### src/hw/rtl/sall_pkg.sv
`timescale 1ns / 1ps
`default_nettype none

package sall_pkg;

   localparam int SLOTS      = 16;
   localparam int VALUE_BITS = 16;
   localparam int IDX_BITS   = $clog2(SLOTS);
   localparam int STEP_BITS  = $clog2(SLOTS + 1);

   typedef logic [IDX_BITS-1:0]          idx_type;
   typedef logic signed [VALUE_BITS-1:0] value_type;
   typedef logic [STEP_BITS-1:0]         step_type;
   typedef logic [1:0]                   status_type;

   // Operation codes
   localparam logic OP_INSERT = 1'b0;
   localparam logic OP_DELETE = 1'b1;

   // Result status codes
   localparam status_type ST_DONE      = 2'd0;
   localparam status_type ST_FULL      = 2'd1;
   localparam status_type ST_NOT_FOUND = 2'd2;
   localparam status_type ST_EMPTY     = 2'd3;

   // Read address sources
   typedef enum logic [1:0] {
      RA_FHEAD,
      RA_HEAD,
      RA_TAIL,
      RA_NEXT
   } rd_sel_type;

   // Link write address sources
   typedef enum logic [2:0] {
      WA_S,
      WA_TAIL,
      WA_PREV,
      WA_HEAD,
      WA_CUR,
      WA_FTAIL
   } wa_sel_type;

   // Link write data sources
   typedef enum logic [2:0] {
      WD_ZERO,
      WD_HEAD,
      WD_S,
      WD_CUR,
      WD_NEXT,
      WD_FHEAD
   } wd_sel_type;

   typedef enum logic [1:0] {
      HD_HOLD,
      HD_S,
      HD_NEXT
   } head_sel_type;

   typedef enum logic [1:0] {
      TL_HOLD,
      TL_S,
      TL_PREV,
      TL_ZERO
   } tail_sel_type;

   typedef enum logic [1:0] {
      FH_HOLD,
      FH_NEXT,
      FH_HEAD,
      FH_CUR
   } fh_sel_type;

   typedef enum logic [1:0] {
      FT_HOLD,
      FT_ZERO,
      FT_HEAD,
      FT_CUR
   } ft_sel_type;

   typedef enum logic [1:0] {
      WK_HOLD,
      WK_START,
      WK_STEP
   } walk_sel_type;

   typedef enum logic [1:0] {
      SL_ZERO,
      SL_S,
      SL_HEAD,
      SL_CUR
   } slot_sel_type;

   // Commands from the controller to the datapath
   typedef struct packed {
      logic         latch_req;
      rd_sel_type   link_ra;
      rd_sel_type   val_ra;
      logic         link_we;
      wa_sel_type   link_wa;
      wd_sel_type   link_wd;
      logic         val_we;
      logic         s_load;
      head_sel_type head_sel;
      tail_sel_type tail_sel;
      fh_sel_type   fh_sel;
      ft_sel_type   ft_sel;
      walk_sel_type walk;
      logic         res_load;
      status_type   res_status;
      slot_sel_type res_slot;
      logic         out_load;
   } dp_cmd_type;

   // Status from the datapath to the controller
   typedef struct packed {
      logic in_op;
      logic fhead_zero;
      logic head_zero;
      logic ftail_zero;
      logic next_zero;
      logic cur_zero;
      logic cur_is_tail;
      logic steps_max;
      logic k_gt_rv;
      logic k_eq_rv;
      logic out_free;
   } dp_status_type;

   // Any index at or above the slot count reads as none
   function automatic idx_type clamp_idx(input idx_type i);
      return (int'(i) < SLOTS) ? i : '0;
   endfunction

   // Link of a slot that was never written: the free chain of reset
   function automatic idx_type link_reset_value(input idx_type i);
      return ((i == '0) || (int'(i) + 1 >= SLOTS)) ? '0 : IDX_BITS'(int'(i) + 1);
   endfunction

endpackage

`default_nettype wire

### src/hw/rtl/sall_if.sv
`timescale 1ns / 1ps
`default_nettype none

// Request channel: one list operation per transfer
interface sall_req_if;
   import sall_pkg::*;

   logic      valid;
   logic      ready;
   logic      op;
   value_type value;

   modport source (output valid, output op, output value, input ready);
   modport sink   (input valid, input op, input value, output ready);
endinterface

// Response channel: one result per operation
interface sall_rsp_if;
   import sall_pkg::*;

   logic       valid;
   logic       ready;
   status_type status;
   idx_type    slot;

   modport source (output valid, output status, output slot, input ready);
   modport sink   (input valid, input status, input slot, output ready);
endinterface

`default_nettype wire

### src/hw/rtl/sall_ram.sv
`timescale 1ns / 1ps
`default_nettype none

module sall_ram #(
   parameter int WIDTH = 8,
   parameter int DEPTH = 16
) (
   input  wire logic                     clock,
   input  wire logic                     wr_en,
   input  wire logic [$clog2(DEPTH)-1:0] wr_addr,
   input  wire logic [WIDTH-1:0]         wr_data,
   input  wire logic [$clog2(DEPTH)-1:0] rd_addr,
   output logic      [WIDTH-1:0]         rd_data
);

   logic [WIDTH-1:0] mem_ff [DEPTH];
   logic [WIDTH-1:0] rd_data_ff;

   // Write one entry, read one entry with registered data
   always_ff @(posedge clock) begin
      if (wr_en) begin
         mem_ff[wr_addr] <= wr_data;
      end
      rd_data_ff <= mem_ff[rd_addr];
   end

   assign rd_data = rd_data_ff;

endmodule

`default_nettype wire

### src/hw/rtl/sall_ctrl.sv
`timescale 1ns / 1ps
`default_nettype none

module sall_ctrl (
   input  wire logic                    clock,
   input  wire logic                    reset,
   input  wire logic                    req_valid,
   output logic                         req_ready,
   input  wire sall_pkg::dp_status_type status,
   output sall_pkg::dp_cmd_type         cmd
);

   import sall_pkg::*;

   localparam logic [3:0] S_IDLE       = 4'd0;
   localparam logic [3:0] S_INS0       = 4'd1;
   localparam logic [3:0] S_INS1       = 4'd2;
   localparam logic [3:0] S_INS2       = 4'd3;
   localparam logic [3:0] S_INS_TAIL   = 4'd4;
   localparam logic [3:0] S_INS_WALK   = 4'd5;
   localparam logic [3:0] S_INS_FIX    = 4'd6;
   localparam logic [3:0] S_DEL0       = 4'd7;
   localparam logic [3:0] S_DEL1       = 4'd8;
   localparam logic [3:0] S_DEL_WALK   = 4'd9;
   localparam logic [3:0] S_DEL_UNLINK = 4'd10;
   localparam logic [3:0] S_DEL_FREE   = 4'd11;
   localparam logic [3:0] S_RESP       = 4'd12;

   logic [3:0] state_ff;
   logic [3:0] state_in;
   logic       ins_more;
   logic       del_more;

   // Walk continues while the current element exists, is smaller than the key and the step limit is not reached
   assign ins_more = !status.cur_zero && status.k_gt_rv && !status.steps_max;
   assign del_more = ins_more;

   assign req_ready = (state_ff == S_IDLE);

   // Sequence one operation
   always_comb begin
      cmd      = '0;
      state_in = state_ff;
      case (state_ff)
         S_IDLE: begin
            if (req_valid) begin
               cmd.latch_req = 1'b1;
               state_in      = (status.in_op == OP_DELETE) ? S_DEL0 : S_INS0;
            end
         end
         S_INS0: begin
            cmd.link_ra = RA_FHEAD;
            cmd.val_ra  = RA_HEAD;
            if (status.fhead_zero) begin
               cmd.res_load   = 1'b1;
               cmd.res_status = ST_FULL;
               cmd.res_slot   = SL_ZERO;
               state_in       = S_RESP;
            end else begin
               cmd.s_load = 1'b1;
               state_in   = S_INS1;
            end
         end
         S_INS1: begin
            // take the free head and store the value
            cmd.fh_sel  = FH_NEXT;
            cmd.ft_sel  = status.next_zero ? FT_ZERO : FT_HOLD;
            cmd.val_we  = 1'b1;
            cmd.val_ra  = RA_TAIL;
            cmd.link_ra = RA_HEAD;
            if (status.head_zero) begin
               cmd.link_we    = 1'b1;
               cmd.link_wa    = WA_S;
               cmd.link_wd    = WD_ZERO;
               cmd.head_sel   = HD_S;
               cmd.tail_sel   = TL_S;
               cmd.res_load   = 1'b1;
               cmd.res_status = ST_DONE;
               cmd.res_slot   = SL_S;
               state_in       = S_RESP;
            end else if (!status.k_gt_rv) begin
               cmd.link_we    = 1'b1;
               cmd.link_wa    = WA_S;
               cmd.link_wd    = WD_HEAD;
               cmd.head_sel   = HD_S;
               cmd.res_load   = 1'b1;
               cmd.res_status = ST_DONE;
               cmd.res_slot   = SL_S;
               state_in       = S_RESP;
            end else begin
               state_in = S_INS2;
            end
         end
         S_INS2: begin
            if (status.k_gt_rv) begin
               cmd.link_we = 1'b1;
               cmd.link_wa = WA_S;
               cmd.link_wd = WD_ZERO;
               state_in    = S_INS_TAIL;
            end else begin
               cmd.walk    = WK_START;
               cmd.link_ra = RA_NEXT;
               cmd.val_ra  = RA_NEXT;
               state_in    = S_INS_WALK;
            end
         end
         S_INS_TAIL: begin
            cmd.link_we    = 1'b1;
            cmd.link_wa    = WA_TAIL;
            cmd.link_wd    = WD_S;
            cmd.tail_sel   = TL_S;
            cmd.res_load   = 1'b1;
            cmd.res_status = ST_DONE;
            cmd.res_slot   = SL_S;
            state_in       = S_RESP;
         end
         S_INS_WALK: begin
            if (ins_more) begin
               cmd.walk    = WK_STEP;
               cmd.link_ra = RA_NEXT;
               cmd.val_ra  = RA_NEXT;
            end else begin
               cmd.link_we = 1'b1;
               cmd.link_wa = WA_S;
               cmd.link_wd = WD_CUR;
               state_in    = S_INS_FIX;
            end
         end
         S_INS_FIX: begin
            cmd.link_we    = 1'b1;
            cmd.link_wa    = WA_PREV;
            cmd.link_wd    = WD_S;
            cmd.tail_sel   = status.cur_zero ? TL_S : TL_HOLD;
            cmd.res_load   = 1'b1;
            cmd.res_status = ST_DONE;
            cmd.res_slot   = SL_S;
            state_in       = S_RESP;
         end
         S_DEL0: begin
            cmd.link_ra = RA_HEAD;
            cmd.val_ra  = RA_HEAD;
            if (status.head_zero) begin
               cmd.res_load   = 1'b1;
               cmd.res_status = ST_EMPTY;
               cmd.res_slot   = SL_ZERO;
               state_in       = S_RESP;
            end else begin
               state_in = S_DEL1;
            end
         end
         S_DEL1: begin
            if (status.k_eq_rv) begin
               // unlink the head and push it on the free head
               cmd.link_we    = 1'b1;
               cmd.link_wa    = WA_HEAD;
               cmd.link_wd    = WD_FHEAD;
               cmd.head_sel   = HD_NEXT;
               cmd.tail_sel   = status.next_zero ? TL_ZERO : TL_HOLD;
               cmd.fh_sel     = FH_HEAD;
               cmd.ft_sel     = status.ftail_zero ? FT_HEAD : FT_HOLD;
               cmd.res_load   = 1'b1;
               cmd.res_status = ST_DONE;
               cmd.res_slot   = SL_HEAD;
               state_in       = S_RESP;
            end else begin
               cmd.walk    = WK_START;
               cmd.link_ra = RA_NEXT;
               cmd.val_ra  = RA_NEXT;
               state_in    = S_DEL_WALK;
            end
         end
         S_DEL_WALK: begin
            if (del_more) begin
               cmd.walk    = WK_STEP;
               cmd.link_ra = RA_NEXT;
               cmd.val_ra  = RA_NEXT;
            end else if (status.cur_zero || !status.k_eq_rv) begin
               cmd.res_load   = 1'b1;
               cmd.res_status = ST_NOT_FOUND;
               cmd.res_slot   = SL_ZERO;
               state_in       = S_RESP;
            end else begin
               cmd.link_we  = 1'b1;
               cmd.link_wa  = WA_PREV;
               cmd.link_wd  = WD_NEXT;
               cmd.tail_sel = status.cur_is_tail ? TL_PREV : TL_HOLD;
               state_in     = S_DEL_UNLINK;
            end
         end
         S_DEL_UNLINK: begin
            cmd.link_we = 1'b1;
            cmd.link_wa = WA_CUR;
            cmd.link_wd = WD_ZERO;
            state_in    = S_DEL_FREE;
         end
         S_DEL_FREE: begin
            // append the freed slot at the free tail
            if (status.ftail_zero) begin
               cmd.fh_sel = FH_CUR;
            end else begin
               cmd.link_we = 1'b1;
               cmd.link_wa = WA_FTAIL;
               cmd.link_wd = WD_CUR;
            end
            cmd.ft_sel     = FT_CUR;
            cmd.res_load   = 1'b1;
            cmd.res_status = ST_DONE;
            cmd.res_slot   = SL_CUR;
            state_in       = S_RESP;
         end
         S_RESP: begin
            if (status.out_free) begin
               cmd.out_load = 1'b1;
               state_in     = S_IDLE;
            end
         end
         default: begin
            state_in = S_IDLE;
         end
      endcase
   end

   always_ff @(posedge clock) begin
      if (reset) begin
         state_ff <= S_IDLE;
      end else begin
         state_ff <= state_in;
      end
   end

endmodule

`default_nettype wire

### src/hw/rtl/sall_dp.sv
`timescale 1ns / 1ps
`default_nettype none

module sall_dp (
   input  wire logic                 clock,
   input  wire logic                 reset,
   input  wire sall_pkg::dp_cmd_type cmd,
   output sall_pkg::dp_status_type   status,
   input  wire logic                 in_op,
   input  wire sall_pkg::value_type  in_value,
   output logic                      rsp_valid,
   input  wire logic                 rsp_ready,
   output sall_pkg::status_type      rsp_status,
   output sall_pkg::idx_type         rsp_slot
);

   import sall_pkg::*;

   // List and free list pointers
   idx_type    head_ff, head_in;
   idx_type    tail_ff, tail_in;
   idx_type    fhead_ff, fhead_in;
   idx_type    ftail_ff, ftail_in;

   // Operation and walk registers
   logic       op_ff;
   value_type  val_ff;
   idx_type    s_ff;
   idx_type    prev_ff;
   idx_type    cur_ff;
   step_type   steps_ff;

   // Result and output registers
   status_type res_status_ff;
   idx_type    res_slot_ff;
   logic       rsp_valid_ff, rsp_valid_in;
   status_type rsp_status_ff;
   idx_type    rsp_slot_ff;

   // Link store bookkeeping
   logic [SLOTS-1:0] valid_ff;
   idx_type    link_raddr_ff;
   logic       link_rvalid_ff;

   idx_type    link_raddr;
   idx_type    val_raddr;
   idx_type    link_waddr;
   idx_type    link_wdata;
   idx_type    link_q;
   logic [VALUE_BITS-1:0] val_q;
   value_type  rval;
   idx_type    next;
   idx_type    res_slot;

   function automatic idx_type pick_rd(input rd_sel_type sel, input idx_type fh,
                                       input idx_type hd, input idx_type tl,
                                       input idx_type nx);
      case (sel)
         RA_FHEAD: return fh;
         RA_HEAD:  return hd;
         RA_TAIL:  return tl;
         RA_NEXT:  return nx;
         default:  return '0;
      endcase
   endfunction

   // Never-written link entries read as the reset free chain
   assign next = clamp_idx(link_rvalid_ff ? link_q : link_reset_value(link_raddr_ff));
   assign rval = $signed(val_q);

   assign link_raddr = pick_rd(cmd.link_ra, fhead_ff, head_ff, tail_ff, next);
   assign val_raddr  = pick_rd(cmd.val_ra, fhead_ff, head_ff, tail_ff, next);

   // Select link write address and data
   always_comb begin
      case (cmd.link_wa)
         WA_S:     link_waddr = s_ff;
         WA_TAIL:  link_waddr = tail_ff;
         WA_PREV:  link_waddr = prev_ff;
         WA_HEAD:  link_waddr = head_ff;
         WA_CUR:   link_waddr = cur_ff;
         WA_FTAIL: link_waddr = ftail_ff;
         default:  link_waddr = '0;
      endcase
      case (cmd.link_wd)
         WD_ZERO:  link_wdata = '0;
         WD_HEAD:  link_wdata = head_ff;
         WD_S:     link_wdata = s_ff;
         WD_CUR:   link_wdata = cur_ff;
         WD_NEXT:  link_wdata = next;
         WD_FHEAD: link_wdata = fhead_ff;
         default:  link_wdata = '0;
      endcase
   end

   sall_ram #(
      .WIDTH (IDX_BITS),
      .DEPTH (SLOTS)
   ) link_ram (
      .clock   (clock),
      .wr_en   (cmd.link_we),
      .wr_addr (link_waddr),
      .wr_data (link_wdata),
      .rd_addr (link_raddr),
      .rd_data (link_q)
   );

   sall_ram #(
      .WIDTH (VALUE_BITS),
      .DEPTH (SLOTS)
   ) value_ram (
      .clock   (clock),
      .wr_en   (cmd.val_we),
      .wr_addr (s_ff),
      .wr_data (val_ff),
      .rd_addr (val_raddr),
      .rd_data (val_q)
   );

   // Pointer updates
   always_comb begin
      case (cmd.head_sel)
         HD_S:    head_in = s_ff;
         HD_NEXT: head_in = next;
         default: head_in = head_ff;
      endcase
      case (cmd.tail_sel)
         TL_S:    tail_in = s_ff;
         TL_PREV: tail_in = prev_ff;
         TL_ZERO: tail_in = '0;
         default: tail_in = tail_ff;
      endcase
      case (cmd.fh_sel)
         FH_NEXT: fhead_in = next;
         FH_HEAD: fhead_in = head_ff;
         FH_CUR:  fhead_in = cur_ff;
         default: fhead_in = fhead_ff;
      endcase
      case (cmd.ft_sel)
         FT_ZERO: ftail_in = '0;
         FT_HEAD: ftail_in = head_ff;
         FT_CUR:  ftail_in = cur_ff;
         default: ftail_in = ftail_ff;
      endcase
      case (cmd.res_slot)
         SL_S:    res_slot = s_ff;
         SL_HEAD: res_slot = head_ff;
         SL_CUR:  res_slot = cur_ff;
         default: res_slot = '0;
      endcase
   end

   // Hold the result until the output side takes it
   assign rsp_valid_in = cmd.out_load ? 1'b1 : (rsp_ready ? 1'b0 : rsp_valid_ff);

   always_ff @(posedge clock) begin
      if (reset) begin
         head_ff      <= '0;
         tail_ff      <= '0;
         fhead_ff     <= IDX_BITS'(1);
         ftail_ff     <= IDX_BITS'(SLOTS - 1);
         valid_ff     <= '0;
         rsp_valid_ff <= 1'b0;
      end else begin
         head_ff      <= head_in;
         tail_ff      <= tail_in;
         fhead_ff     <= fhead_in;
         ftail_ff     <= ftail_in;
         rsp_valid_ff <= rsp_valid_in;
         if (cmd.link_we) begin
            valid_ff[link_waddr] <= 1'b1;
         end
      end
   end

   // Payload and walk registers
   always_ff @(posedge clock) begin
      link_raddr_ff  <= link_raddr;
      link_rvalid_ff <= valid_ff[link_raddr];
      if (cmd.latch_req) begin
         op_ff  <= in_op;
         val_ff <= in_value;
      end
      if (cmd.s_load) begin
         s_ff <= fhead_ff;
      end
      case (cmd.walk)
         WK_START: begin
            prev_ff  <= head_ff;
            cur_ff   <= next;
            steps_ff <= '0;
         end
         WK_STEP: begin
            prev_ff  <= cur_ff;
            cur_ff   <= next;
            steps_ff <= steps_ff + STEP_BITS'(1);
         end
         default: begin
         end
      endcase
      if (cmd.res_load) begin
         res_status_ff <= cmd.res_status;
         res_slot_ff   <= res_slot;
      end
      if (cmd.out_load) begin
         rsp_status_ff <= res_status_ff;
         rsp_slot_ff   <= res_slot_ff;
      end
   end

   // Status for the controller
   always_comb begin
      status.in_op       = in_op;
      status.fhead_zero  = (fhead_ff == '0);
      status.head_zero   = (head_ff == '0);
      status.ftail_zero  = (ftail_ff == '0);
      status.next_zero   = (next == '0);
      status.cur_zero    = (cur_ff == '0);
      status.cur_is_tail = (cur_ff == tail_ff);
      status.steps_max   = (steps_ff == STEP_BITS'(SLOTS));
      status.k_gt_rv     = (val_ff > rval);
      status.k_eq_rv     = (val_ff == rval) && (op_ff == OP_DELETE);
      status.out_free    = !rsp_valid_ff || rsp_ready;
   end

   assign rsp_valid  = rsp_valid_ff;
   assign rsp_status = rsp_status_ff;
   assign rsp_slot   = rsp_slot_ff;

endmodule

`default_nettype wire

### src/hw/rtl/sorted_array_linked_list.sv
// From request transfer to rsp valid, the path depends on the case: a full store or an
// empty-list delete decides at the first check, an insert at the head or into an empty list
// or a delete of the head at the head compare, the others after the tail compare or a walk.
// Throughput: one operation at a time; the next request is taken the cycle after the result
// moves to the output register. Synchronous reset empties the list and chains slots 1..15
// free at once through per-slot valid bits; no clearing pass.
`timescale 1ns / 1ps
`default_nettype none

module sorted_array_linked_list (
   input wire logic    clock,
   input wire logic    reset,
   sall_req_if.sink    req_ch,
   sall_rsp_if.source  rsp_ch
);

   import sall_pkg::*;

   dp_cmd_type    cmd;
   dp_status_type status;
   logic          req_ready;

   sall_ctrl u_ctrl (
      .clock     (clock),
      .reset     (reset),
      .req_valid (req_ch.valid),
      .req_ready (req_ready),
      .status    (status),
      .cmd       (cmd)
   );

   sall_dp u_dp (
      .clock      (clock),
      .reset      (reset),
      .cmd        (cmd),
      .status     (status),
      .in_op      (req_ch.op),
      .in_value   (req_ch.value),
      .rsp_valid  (rsp_ch.valid),
      .rsp_ready  (rsp_ch.ready),
      .rsp_status (rsp_ch.status),
      .rsp_slot   (rsp_ch.slot)
   );

   assign req_ch.ready = req_ready;

endmodule

`default_nettype wire

### src/flat_wrapper.sv
// flat-port wrapper written by rule: the top's interface ports become plain ports
module sorted_array_linked_list_flat import sall_pkg::*;
  (clock, reset, req_ch_valid, req_ch_op, req_ch_value, req_ch_ready, rsp_ch_valid, rsp_ch_status, rsp_ch_slot, rsp_ch_ready);
  sall_req_if req_ch_i ();
  sall_rsp_if rsp_ch_i ();
  input wire logic clock;
  input wire logic reset;
  input wire logic [$bits(req_ch_i.valid)-1:0] req_ch_valid;
  input wire logic [$bits(req_ch_i.op)-1:0] req_ch_op;
  input wire logic [$bits(req_ch_i.value)-1:0] req_ch_value;
  output wire logic [$bits(req_ch_i.ready)-1:0] req_ch_ready;
  output wire logic [$bits(rsp_ch_i.valid)-1:0] rsp_ch_valid;
  output wire logic [$bits(rsp_ch_i.status)-1:0] rsp_ch_status;
  output wire logic [$bits(rsp_ch_i.slot)-1:0] rsp_ch_slot;
  input wire logic [$bits(rsp_ch_i.ready)-1:0] rsp_ch_ready;
  assign req_ch_i.valid = req_ch_valid;
  assign req_ch_i.op = req_ch_op;
  assign req_ch_i.value = req_ch_value;
  assign req_ch_ready = req_ch_i.ready;
  assign rsp_ch_valid = rsp_ch_i.valid;
  assign rsp_ch_status = rsp_ch_i.status;
  assign rsp_ch_slot = rsp_ch_i.slot;
  assign rsp_ch_i.ready = rsp_ch_ready;
  sorted_array_linked_list u_core (.clock(clock), .reset(reset), .req_ch(req_ch_i), .rsp_ch(rsp_ch_i));
endmodule
### config.mk
export PLATFORM = sky130hd
export DESIGN_NAME = sorted_array_linked_list_flat
export DESIGN_NICKNAME = d
export VERILOG_FILES = /design/src/hw/rtl/sall_pkg.sv /design/src/hw/rtl/sall_if.sv /design/src/hw/rtl/sall_ram.sv /design/src/hw/rtl/sall_ctrl.sv /design/src/hw/rtl/sall_dp.sv /design/src/hw/rtl/sorted_array_linked_list.sv /design/src/flat_wrapper.sv
export SDC_FILE = /design/constraint.sdc
export NUM_CORES = 1
export LEC_CHECK = 0
export ABC_AREA = 1
export BUFFER_PORTS_ARGS = -buffer_cell sky130_fd_sc_hd__buf_2
export CORE_AREA = 2 2 261 263
export CTS_CLUSTER_DIAMETER = 100
export CTS_CLUSTER_SIZE = 12
export DETAILED_ROUTE_END_ITERATION = 10
export DIE_AREA = 0 0 263 265
export GPL_ROUTABILITY_DRIVEN = 0
export PLACE_DENSITY = 0.49
export SYNTH_ARGS = -nofsm -noshare
export SYNTH_HDL_FRONTEND = slang
export SYNTH_SLANG_ARGS = --single-unit
### constraint.sdc
create_clock -name clock -period 6.3 [get_ports clock]
set_input_delay 1.26 -clock clock [delete_from_list [all_inputs] [get_ports clock]]
set_output_delay 1.26 -clock clock [all_outputs]
set_load 0.1 [all_outputs]
==> impl_metrics.json <==
{
  "wl_per_cell_um": 18.17,
  "skew_ps": 27.43,
  "die_h_um": 265,
  "insertion_delay_ps": 590,
  "yosys_warnings": 0,
  "crit_arrival_ps": 5350,
  "critPathCaptureType": "flop",
  "yosysUniqueCellTypes": 46,
  "nNetsFinal": 2009,
  "rr_worst_depth": 19,
  "cts_buffer_depth": 3,
  "grt_pass1_vias": 13370,
  "grt_start_max_net_pins": 129,
  "seq_area_frac_synth_pct": 63.50,
  "grt_overflow": 0,
  "slew_headroom_pct": 21.98,
  "cap_violations": 0,
  "critPathKind": "reg2reg",
  "finalSetupViolCount": 0,
  "path_max_fanout": 66,
  "tns_ps": 0,
  "core_area_mm2": 0.06680,
  "final_max_slew_viol_count": 0,
  "wirelength_um": 52160,
  "ys_ff_latch": 428,
  "period_minus_slack_ps": 4875,
  "synth_edf_count": 366,
  "start_kind": "flop",
  "boundaryPins": 29,
  "dieArea_mm2": 0.06970,
  "drcViolationCount": 0,
  "clk_pin_slew_ps": 60,
  "cts_buffers": 41,
  "syn_area_mm2": 0.01926,
  "finalHoldViolCount": 0,
  "cts_resized": 0,
  "worstMarginPinSlew_ps": 1160,
  "drive_above_1_share_pct": 7.708,
  "irDropWorstVdd_mv": 0.5599,
  "area_growth_pct": 12.57,
  "synth_ff_type": "edfxtp_1",
  "track_usage_pct": 14.93,
  "antenna_found_initial": 0,
  "post_cts_buffers": 0,
  "tritoncts": "done",
  "power_density_mw_per_mm2": 542.2,
  "die_w_um": 263,
  "routed_via_density": 4.722,
  "rsz0062_at_grt": "false",
  "drt-initial-drc-count": 1040,
  "leakage_nw": 8.774,
  "worstHoldPathType": "reg2reg",
  "vias": 13560,
  "avgSynthCellArea_um2": 9.914,
  "rows": 95,
  "postCtsHoldBufs": 0,
  "htree_levels": 2,
  "grt_pass1_wl_um": 80380,
  "dpl.hpwl_um": 31480,
  "drtPass1Iterations": 5,
  "required_ps": 6770,
  "min_period_over_period_pct": 77.39,
  "antenna_cells": 0,
  "outcome": "complete, no violations",
  "root_buffer": "clkbuf_16",
  "syn_inst": 1943,
  "fmax_mhz": 205.1,
  "port_buffers": 28,
  "async_reset_ff_share_pct": 0,
  "power_w": 0.01176,
  "synth_fp_nets": 1986,
  "numClockSinks": 428,
  "hold_depth": 0,
  "ant_nets": 0,
  "start_util_pct": 28.84
}
-- path summary, 6_finish.rpt --
path | startpoint | endpoint | slack [ps]
setup reg to reg | u_core.u_dp.val_ff[7] | u_core.u_dp.value_ram.rd_data[4] | 1420
setup / recovery | u_core.u_dp.val_ff[7] | u_core.u_dp.value_ram.rd_data[4] | 1420
hold reg to reg | u_core.u_dp.res_status_ff[0] | u_core.u_dp.rsp_status[0] | 420
hold / removal | u_core.u_dp.res_status_ff[0] | u_core.u_dp.rsp_status[0] | 420
-- per-stage QoR --
stage	util [%]	cell area [µm²]	setup slack, ps	hold slack (ps)	std cells
after floorplan	-	19260	3065	400.3	1943
after global placement	30.63	20460	1459	409.1	2796
after detailed placement	30.63	20460	1387	414.6	2796
after CTS	32.46	21690	1386	420.1	2871
after global routing	32.46	21690	1032	433.1	2871
final	32.46	21690	1425	419.7	2871
-- cell type report --
class / count / area (µm²)
clock inverter: 2 / 36.28
multi-input combinational: 1137 / 5590
timing repair buffer: 66 / 450.4
inverter: 292 / 1096
clock buffer: 73 / 1189
tap: 873 / 1092
fill: 6861 / 45120
sequential: 428 / 12230
-- report_power, final --
part           leakage (nW)  total [W]  switching [W]  internal, W
sequential             3.83    0.00381       0.000243      0.00356
combinational          4.36    0.00560        0.00400      0.00161
clock                 0.582    0.00235        0.00107      0.00128
-- critical path, stage by stage, from the launching register on --
cell and delay, ps:
edfxtp_1 620, ha_1 410, nand2_1 70, nor2_1 350
nand2_1 100, nand2_1 110, nand2_1 110, nand3_2 90
nand2_1 80, nor2_4 180, nand3_2 250, nand4_4 260
inv_2 60, nand2_4 580, buf_4 770, nand3b_1 180
nand3_1 130, nand3_1 80, nand3_1 150, nand2_1 70
-- Yosys cell counts (2+ instances only) --
| master | count | share of area [%] |
|---|---|---|
| nand2_1 | 494 | 9.6 |
| edfxtp_1 | 366 | 57 |
| nand3_1 | 333 | 8.7 |
| inv_1 | 284 | 5.5 |
| nor2_1 | 82 | 1.6 |
| dfxtp_1 | 62 | 6.4 |
| nand3b_1 | 49 | 1.9 |
| buf_2 | 44 | 1.1 |
| a21oi_1 | 33 | 0.86 |
| o21ai_0 | 33 | 0.86 |
| clkbuf_1 | 26 | 0.51 |
| ha_1 | 22 | 1.4 |
| buf_4 | 14 | 0.55 |
| a221oi_1 | 10 | 0.45 |
| nand4_1 | 9 | 0.29 |
| nor4_1 | 8 | 0.26 |
| o211ai_1 | 8 | 0.31 |
| inv_2 | 7 | 0.14 |
| o21ai_1 | 7 | 0.18 |
| o2111ai_1 | 6 | 0.27 |
| nor3_1 | 4 | 0.10 |
| xnor2_1 | 4 | 0.18 |
| nand3_2 | 3 | 0.16 |
| nor2_2 | 3 | 0.097 |
| xor2_1 | 3 | 0.14 |
| a22oi_1 | 2 | 0.078 |
| a31oi_1 | 2 | 0.065 |
| and3_1 | 2 | 0.065 |
| buf_1 | 2 | 0.039 |
| nand2_2 | 2 | 0.065 |
| nor2_4 | 2 | 0.12 |
| o22ai_1 | 2 | 0.065 |
| o22ai_2 | 2 | 0.13 |
-- kinds of logic (layout without fill, tap and decap cells) --
logic type / count (synthesis) / in the layout / share of synthesized area (%)
buffers and inverters: 378 / 433 / 7.924
adders and majority gates: 22 / 22 / 1.429
xor gates and xnor gates: 7 / 7 / 0.3183
and+or+nand+nor: 993 / 993 / 23.08
DFF: 428 / 428 / 63.50
AOI/OAI and AO/OA: 115 / 115 / 3.748
-- sequential cells by signal, indices dropped and copies added (netlist names), 5 cells and up --
name                           flops
u_core.u_dp.link_ram.mem_ff       64
u_core.u_dp.steps_ff               5
u_core.u_dp.val_ff                16
u_core.u_dp.valid_ff              16
u_core.u_dp.value_ram.mem_ff     256
u_core.u_dp.value_ram.rd_data     16
-- metal layers --
layer  GRT usage [%]  routed length [µm]  vias to the layer above
met5               0                   0                        -
li1                -                   -                     6549
met1           20.09               23850                     6508
met2           24.26               23980                      388
met4           5.236                1640                        0
met3           2.582                2693                      111
-- placed cells by master (no fill, tap or decap), types with 3 or more instances in the layout --
cell	Yosys	layout
edfxtp_1	366	366
xnor2_1	4	4
o21ai_0	33	33
o2111ai_1	6	6
dfxtp_1	62	62
nor4_1	8	8
clkbuf_1	26	30
inv_1	284	284
xor2_1	3	3
o211ai_1	8	8
nand4_1	9	9
buf_4	14	36
ha_1	22	22
o21ai_1	7	6
nor2_2	3	19
a221oi_1	10	10
nand3_1	333	333
a21oi_1	33	33
nor2_4	2	3
nand3_2	3	3
clkbuf_16	0	43
nor3_1	4	4
buf_2	44	28
nor2_1	82	65
nand3b_1	49	49
inv_2	7	7
nand2_1	494	493
Power figures use the tool's default switching activity.
